==> config.mk <==
export PLATFORM = sky130hd
export DESIGN_NAME = gcd_lcm_unit_top
export DESIGN_NICKNAME = d
export VERILOG_FILES = /design/src/hdl/glu_pkg.sv /design/src/hdl/gcd_lcm_unit_top.sv
export SDC_FILE = /design/constraint.sdc
export NUM_CORES = 1
export LEC_CHECK = 0
export BUFFER_PORTS_ARGS = -buffer_cell sky130_fd_sc_hd__buf_2
export CORE_MARGIN = 2
export CORE_UTILIZATION = 50
export DETAILED_ROUTE_END_ITERATION = 8
export HOLD_SLACK_MARGIN = 0.1
export PLACE_DENSITY = 0.66
export SYNTH_ARGS = -nofsm -noshare
export SYNTH_HDL_FRONTEND = slang
export SYNTH_SLANG_ARGS = --single-unit
==> constraint.sdc <==
create_clock -name clk -period 19.81 [get_ports clk]
set_input_delay 1.981 -clock clk [delete_from_list [all_inputs] [get_ports clk]]
set_output_delay 1.981 -clock clk [all_outputs]
set_load 0.05 [all_outputs]
==> src/hdl/glu_pkg.sv <==
package glu_pkg;

    localparam int OPND_W = 63;

    typedef struct packed {
        logic [OPND_W-1:0] operand_a;
        logic [OPND_W-1:0] operand_b;
    } glu_in_t;

    typedef struct packed {
        logic [OPND_W-1:0] gcd_value;
        logic [OPND_W-1:0] lcm_value;
        logic              lcm_overflow;
    } glu_out_t;

endpackage

==> src/hdl/gcd_lcm_unit_top.sv <==
// GCD / LCM unit.
// Input channel: drive operand and pulse start while busy is low; the item is
// taken at that clock edge and busy rises on the next cycle.
// Output channel: done is high for exactly one cycle with result valid; the
// receiver cannot stall, so it must capture result in that cycle.
// Operand bits at and above OPERAND_BITS are ignored.
// The gcd is found by Euclidean remainder steps (0 to about 90 at 63 bits)
// on one shared restoring divider that retires one quotient bit per cycle.
// The lcm then reuses that divider once for a / gcd and a bit-serial
// shift-add multiplier for (a / gcd) * b; with a zero operand the lcm steps
// are skipped. One item is in work at a time; busy stays high until the
// cycle after done, when the next item can be taken.
// An lcm that does not fit OPERAND_BITS bits saturates to all ones there and
// raises lcm_overflow. Either operand zero gives lcm 0, no overflow.
// Reset returns the sequencer to idle; no item is in flight after it.
module gcd_lcm_unit_top
    import glu_pkg::*;
#(
    parameter int OPERAND_BITS = 63
)
(
    input  logic     clk,
    input  logic     rst_n,
    input  logic     start,
    input  glu_in_t  operand,
    output logic     busy,
    output logic     done,
    output glu_out_t result
);

    localparam int N     = OPERAND_BITS;
    localparam int CNT_W = $clog2(N);

    localparam logic [2:0] S_IDLE  = 3'd0;
    localparam logic [2:0] S_TEST  = 3'd1;
    localparam logic [2:0] S_RDIV  = 3'd2;
    localparam logic [2:0] S_QDIV  = 3'd3;
    localparam logic [2:0] S_MUL   = 3'd4;
    localparam logic [2:0] S_DONE  = 3'd5;

    logic [2:0]       state_reg, state_next;
    logic [CNT_W-1:0] cnt_reg, cnt_next;
    logic [N-1:0]     a_reg, a_next;
    logic [N-1:0]     b_reg, b_next;
    logic [N-1:0]     m_reg, m_next;
    logic [N-1:0]     n_reg, n_next;
    logic [N-1:0]     r_reg, r_next;
    logic [N-1:0]     g_reg, g_next;
    logic [N-1:0]     acc_reg, acc_next;
    logic             ovf_reg, ovf_next;

    logic [N:0]       rem_sh;
    logic [N:0]       rem_diff;
    logic             rem_ge;
    logic [N-1:0]     rem_new;
    logic [N-1:0]     quo_new;
    logic [N+1:0]     mul_sum;
    logic             last_bit;

    // shared restoring divide step
    always_comb
    begin
        rem_sh   = {r_reg, m_reg[N-1]};
        rem_diff = rem_sh - {1'b0, n_reg};
        rem_ge   = (rem_sh >= {1'b0, n_reg});
        rem_new  = rem_ge ? rem_diff[N-1:0] : rem_sh[N-1:0];
        quo_new  = {m_reg[N-2:0], rem_ge};
        mul_sum  = {1'b0, acc_reg, 1'b0} + (m_reg[N-1] ? {2'b00, b_reg} : '0);
        last_bit = (cnt_reg == CNT_W'(N - 1));
    end

    always_comb
    begin
        state_next = state_reg;
        cnt_next   = cnt_reg;
        a_next     = a_reg;
        b_next     = b_reg;
        m_next     = m_reg;
        n_next     = n_reg;
        r_next     = r_reg;
        g_next     = g_reg;
        acc_next   = acc_reg;
        ovf_next   = ovf_reg;
        case (state_reg)
            S_IDLE:
            begin
                if (start)
                begin
                    a_next     = operand.operand_a[N-1:0];
                    b_next     = operand.operand_b[N-1:0];
                    m_next     = operand.operand_a[N-1:0];
                    n_next     = operand.operand_b[N-1:0];
                    state_next = S_TEST;
                end
            end
            S_TEST:
            begin
                r_next   = '0;
                cnt_next = '0;
                if (n_reg == '0)
                begin
                    g_next   = m_reg;
                    acc_next = '0;
                    ovf_next = 1'b0;
                    if (a_reg == '0 || b_reg == '0)
                    begin
                        state_next = S_DONE;
                    end
                    else
                    begin
                        m_next     = a_reg;
                        n_next     = m_reg;
                        state_next = S_QDIV;
                    end
                end
                else
                begin
                    state_next = S_RDIV;
                end
            end
            S_RDIV:
            begin
                r_next   = rem_new;
                m_next   = quo_new;
                cnt_next = cnt_reg + 1'b1;
                if (last_bit)
                begin
                    m_next     = n_reg;
                    n_next     = rem_new;
                    state_next = S_TEST;
                end
            end
            S_QDIV:
            begin
                r_next   = rem_new;
                m_next   = quo_new;
                cnt_next = cnt_reg + 1'b1;
                if (last_bit)
                begin
                    cnt_next   = '0;
                    state_next = S_MUL;
                end
            end
            S_MUL:
            begin
                // quotient MSB first; overflow is sticky since acc never shrinks
                m_next   = {m_reg[N-2:0], 1'b0};
                cnt_next = cnt_reg + 1'b1;
                if (!ovf_reg)
                begin
                    if (mul_sum[N+1:N] != 2'b00)
                    begin
                        ovf_next = 1'b1;
                    end
                    else
                    begin
                        acc_next = mul_sum[N-1:0];
                    end
                end
                if (last_bit)
                begin
                    state_next = S_DONE;
                end
            end
            S_DONE:
            begin
                state_next = S_IDLE;
            end
            default:
            begin
                state_next = S_IDLE;
            end
        endcase
    end

    always_ff @(posedge clk or negedge rst_n)
    begin
        if (!rst_n)
        begin
            state_reg <= S_IDLE;
            cnt_reg   <= '0;
        end
        else
        begin
            state_reg <= state_next;
            cnt_reg   <= cnt_next;
        end
    end

    always_ff @(posedge clk)
    begin
        a_reg   <= a_next;
        b_reg   <= b_next;
        m_reg   <= m_next;
        n_reg   <= n_next;
        r_reg   <= r_next;
        g_reg   <= g_next;
        acc_reg <= acc_next;
        ovf_reg <= ovf_next;
    end

    assign busy = (state_reg != S_IDLE);
    assign done = (state_reg == S_DONE);

    always_comb
    begin
        result.gcd_value    = OPND_W'(g_reg);
        result.lcm_value    = ovf_reg ? OPND_W'({N{1'b1}}) : OPND_W'(acc_reg);
        result.lcm_overflow = ovf_reg;
    end

endmodule

==> Word level (Yosys, flattened, before mapping) <==
Cells that the tools add are included.
W data, S select, Z words.
{ "word_totals": {"in_bits": 129, "regBits": 451, "output_inout_bits": 129, "word_cells": 80} }
{ "op_classes": {"n_eq_ne": 14, "n_lt_le_gt_ge": 1, "muxes": 31, "n_addsub": 3, "reduce_logical": 21} }
{ "ops": {"columns": ["cell", "count"], "rows": [
  ["$mux W63", 14],
  ["$pmux W63 S5", 1],
  ["$pmux W63 S2", 2],
  ["$logic_not A63 Y1", 3],
  ["$pmux W63 S3", 1],
  ["$add A64 B63 Y65", 1],
  ["$ge A64 B63 Y1", 1],
  ["$sub A63 B63 Y63", 1],
  ["$mux W3", 6],
  ["$pmux W6 S3", 1],
  ["$ne A2 B2 Y1 const B", 8],
  ["$pmux W3 S5", 1],
  ["$reduce_and A4 Y1", 3],
  ["$reduce_bool A3 Y1", 3],
  ["$add A6 B1 Y6 const B", 1],
  ["$eq A3 B2 Y1 const B", 2],
  ["$eq A3 B3 Y1 const B", 2],
  ["$eq A6 B6 Y1 const B", 1],
  ["$mux W6", 1],
  ["$reduce_and A2 Y1", 3],
  ["$reduce_bool A2 Y1", 3],
  ["$reduce_and A5 Y1", 1],
  ["$reduce_bool A5 Y1", 1],
  ["$reduce_or A2 Y1", 2],
  ["5 further kinds", 7]
]} }

==> Longest topological paths before layout <==
{ "depth": {"word_depth": 6, "mapped_depth": 17, "ltp_nobuf": 15} }

==> Worst setup path after synthesis <==
No wires, ideal clock.
{ "synth_timing": {"path_type": "input to register", "from": "input start", "to": "register a_reg[0] (enable)", "setup_slack_ns": 11.970, "cell_stages": 2, "n_path_buf": 0, "t_arrival_ns": 7.227, "setup_time_ns": 0.613, "cell_sequence": "inv_1 -> nor2_1"} }
{ "synth_between": {"elab_chain_cells": 1} }
{ "synth_rtl": {"columns": ["item", "line_no", "source"], "rows": [
  ["start: declaration", "gcd_lcm_unit_top.sv:24", "input logic start,"],
  ["$reduce_and A2 Y1 (no line)", null, null],
  ["end signal: assignment", "gcd_lcm_unit_top.sv:192", "a_reg <= a_next;"],
  ["end: declaration", "gcd_lcm_unit_top.sv:43", "logic [N-1:0] a_reg, a_next;"]
]} }
Every way passes these cells.
A chain may end at the register's enable or synchronous reset.

==> Worst setup path in the final report <==
{ "layout_timing": {"from": "register m_reg[62]", "to": "register acc_reg[21] (enable)"} }
{ "layout_between": {"elab_chain_cells": 5} }
{ "layout_rtl": {"columns": ["item", "line_no", "source"], "rows": [
  ["start: declaration", "gcd_lcm_unit_top.sv:45", "logic [N-1:0] m_reg, m_next;"],
  ["start signal: assignment", "gcd_lcm_unit_top.sv:194", "m_reg <= m_next;"],
  ["$mux W63", "gcd_lcm_unit_top.sv:68", "mul_sum = {1'b0, acc_reg, 1'b0} + (m_reg[N-1] ? {2'b00, b_reg} : '0);"],
  ["$add A64 B63 Y65", "gcd_lcm_unit_top.sv:68", null],
  ["$reduce_bool A2 Y1", "gcd_lcm_unit_top.sv:151", "if (mul_sum[N+1:N] != 2'b00)"],
  ["$ne A2 B2 Y1 (no line)", null, null],
  ["$reduce_and A4 Y1 (no line)", null, null],
  ["end signal: assignment", "gcd_lcm_unit_top.sv:198", "acc_reg <= acc_next;"],
  ["end: declaration", "gcd_lcm_unit_top.sv:49", "logic [N-1:0] acc_reg, acc_next;"]
]} }
Every way passes these cells.

==> out/results.tsv <==
stage	metric	value	unit
cts	cts_hold_buf	0	
status	status	finished clean	
finish	design_area	0.0300	sq mm
timing	tightest_slew	1.11	ns
die	io_pins	258	
timing	final.min_clock_period	5.59	ns
finish	final_common_cell	edfxtp_1	
synth	synth_async_sr_flop_share	2.00	%
timing	slew_viol_final	0	
cts	cts_tree	done	
finish	final_cell_mix	edfxtp_1, nor2_1, buf_2, nand2_1, a21oi_1	
hold_path	hold_end	g_reg[37]$_DFFE_PP_	
synth	post-synth-top-area-cell	edfxtp_1	
synth	synthTopCellsByArea	edfxtp_1, ha_1, a21oi_1	
power	p_int	1.68	mW
synth	yosysSeqAreaShare	51.3	%
timing	slew_headroom	26.3	%
global_routing	grt_first_pass_wirelength	123000	um
timing	tns	0	ns
synth	yosysWarnings	0	
cts	htree_levels	2	
timing	hold_violations	0	
place	dpl.hpwl	63300	um
cts	ctsResizeCount	0	
synth	syn_inst	2605	
place	place_area	0.0281	sq mm
worst_setup_path	endpoint_kind	flip-flop	
power	p_seq_share	49.4	%
global_routing	first_global_vias	20200	
finish	drive_above_1_share	16.0	%
power	power_frac_comb	1.3	%
power	ir_drop	61.3	uV
timing	setup_viol	0	
cts	path_clk_slew	0.06	ns
synth	synth_flop_cell	edfxtp_1	
worst_setup_path	cp.required	20.03	ns
power	clockPowerShare	49.3	%
power	p_sw	0.414	mW
timing	rsz0062_at_grt	no	
job	cap_violations	0	
cts	clk_path_buf_depth	3	
die	die_area	0.0545	sq mm
hold_path	whs_path_depth	0	
place	pre_cts_slack	14.21	ns
worst_setup_path	crit_type	reg -> reg	
worst_setup_path	cp_data_arrival_time	5.82	ns
timing	worst_slack	14.22	ns
worst_setup_path	worst_r2r_startpoint	m_reg[62]$_DFFE_PP_	
finish	nets	3050	
detailed_routing	via_per_inst	6.25	
global_routing	grt_overflow	0	
die	rows	84	
synth	synth_top_area_share	50.5	%
worst_setup_path	start_kind	flip-flop	
worst_setup_path	reg2reg_depth	16	
timing	timing.final.crit_share	28.2	%
cts	clock_latency	0.60	ns
detailed_routing	vias	22100	
detailed_routing	finalWirelength	84200	um
timing	max_freq	179	MHz
place	port_buffers	257	
cts	cts-root-buf	clkbuf_16	
cts	numClockSinks	451	
detailed_routing	dr.pass1.iters	6	
detailed_routing	wl_per_cell	23.8	um
worst_setup_path	ff2ff_setup_slack	14.22	ns
synth	syn-num-nets	2863	
synth	synth_area_per_cell	10.1	sq um
detailed_routing	drc	0	
global_routing	grt_antenna_before_repair	9	
synth	syn_area	0.0263	sq mm
die	start_util	50.4	%
synth	synth-seq-cells	451	
die	placeableCoreArea	0.0522	sq mm
cts	postCtsSetupRepairBufs	0	
die	die_h	233	um
synth	synth_edf_count	442	
power	leakage	11.2	nW
hold_path	hold_start	m_reg[37]$_DFFE_PP_	
cts	cts_inserted_buffers	50	
finish	area_growth	14.0	%
power	p_sw_share	19.8	%
synth	yosysUniqueCellTypes	69	
detailed_routing	drtIter0Drc	3232	
power	power_density	69.9	mW/mm^2
hold_path	hold_class	reg -> reg	
detailed_routing	ant_nets	0	
worst_setup_path	worstReg2RegEnd	acc_reg[21]$_SDFFCE_PN0P_	
place	routabilityCongestion	0.972	
worst_setup_path	cp_max_fo	64	
timing	fin_skew	0.0256	ns
global_routing	grtUsageTotal	30.1	%
global_routing	grt_max_degree	100	
finish	fill_cells	4545	
die	die_w	233	um
## how the worst max path moves through the flow
| stage | from | end | slack, ns | cells after the start |
|---|---|---|---|---|
| final | m_reg[62]$_DFFE_PP_ | acc_reg[21]$_SDFFCE_PN0P_ | 14.22 | 16 |
| after global routing | m_reg[62]$_DFFE_PP_ | acc_reg[21]$_SDFFCE_PN0P_ | 13.76 | 16 |
| after CTS | m_reg[62]$_DFFE_PP_ | acc_reg[21]$_SDFFCE_PN0P_ | 14.21 | 16 |
| after detailed placement | m_reg[62]$_DFFE_PP_ | acc_reg[11]$_SDFFCE_PN0P_ | 14.21 | 16 |
| after global placement | m_reg[62]$_DFFE_PP_ | acc_reg[10]$_SDFFCE_PN0P_ | 14.35 | 16 |
| after floorplan | start | a_reg[0]$_DFFE_PP_ | 11.97 | 2 |
## power by group through the flow
stage | registers (mW) | clock network [mW] | logic, mW
floorplan | 1.06 | 0 | 0.000191
global placement | 1.06 | 0 | 0.0246
global route | 1.03 | 1.08 | 0.0265
CTS | 1.04 | 1.04 | 0.0252
finish | 1.04 | 1.03 | 0.0262
detailed placement | 1.06 | 0 | 0.0250
## cell families after synthesis
family / synth area share [%]
adder cells (fa/ha/maj): 6.19
XOR/XNOR: 4.03
multiplexers: 0.538
AND/OR/NAND/NOR: 15.8
buffers and inverters: 3.77
flip-flops: 51.3
AO/OA/AOI/OAI: 18.3
## per-stage QoR
step | utilization [%] | hold slack, ns | power, mW | cells
after global placement | 53.9 | 0.462 | 1.08 | 3428
after CTS | 57.3 | 0.478 | 2.10 | 3522
after detailed placement | 53.9 | 0.465 | 1.08 | 3428
after floorplan | - | 0.449 | 1.06 | 2605
after global routing | 57.4 | 0.486 | 2.14 | 3529
final | 57.4 | 0.482 | 2.10 | 3531
## synth_stat cells (9+ instances only)
library cell	number
nand4_1	57
xnor2_1	69
a221oi_1	76
nand2_1	237
o21a_1	21
a21oi_1	229
a22oi_1	48
buf_2	9
xor2_1	52
and3_1	16
nor2b_1	16
ha_1	127
a21o_1	60
o21ai_1	18
inv_1	113
dfrtp_1	9
mux2i_1	13
nor4_1	52
clkbuf_1	130
nand2b_1	14
o211ai_1	14
or2_2	69
edfxtp_1	442
o21ai_0	186
a222oi_1	9
and2_1	72
o21bai_1	26
nor3_1	22
a211oi_1	14
nand3_1	20
nor2_1	270
a31oi_1	16
## per-layer routing
metal | wire length [um] | global-route usage, %
met1 | 36600 | 44.5
met2 | 36900 | 45.0
met3 | 7940 | 5.18
met4 | 2720 | 9.91
met5 | 25 | 0
## critical path, cell delays in order, from the launching register on
cell and delay, ns:
edfxtp_1 0.43, buf_4 0.47, and2_1 0.21, ha_1 0.19, inv_1 0.06, fa_1 0.39
nand2b_1 0.18, a21oi_1 0.22, o21ai_1 0.13, and3b_1 0.24, o41a_1 0.51, o31ai_4 0.35
a31oi_1 0.14, mux2_2 0.29, o21ai_1 0.16, and3_2 0.63, buf_4 0.54
## layout make-up
| cell class | instances | area, sq um | share of cell area, % |
|---|---|---|---|
| sequential | 451 | 13500 | 45.0 |
| multi-input combinational | 1897 | 11900 | 39.7 |
| timing repair buffer | 279 | 1450 | 4.84 |
| clock buffer | 63 | 1370 | 4.58 |
| tap | 688 | 861 | 2.87 |
| clock inverter | 31 | 449 | 1.50 |
| inverter | 113 | 424 | 1.41 |
| antenna | 9 | 22.5 | 0.0751 |
(Power assumes the default switching activity.)
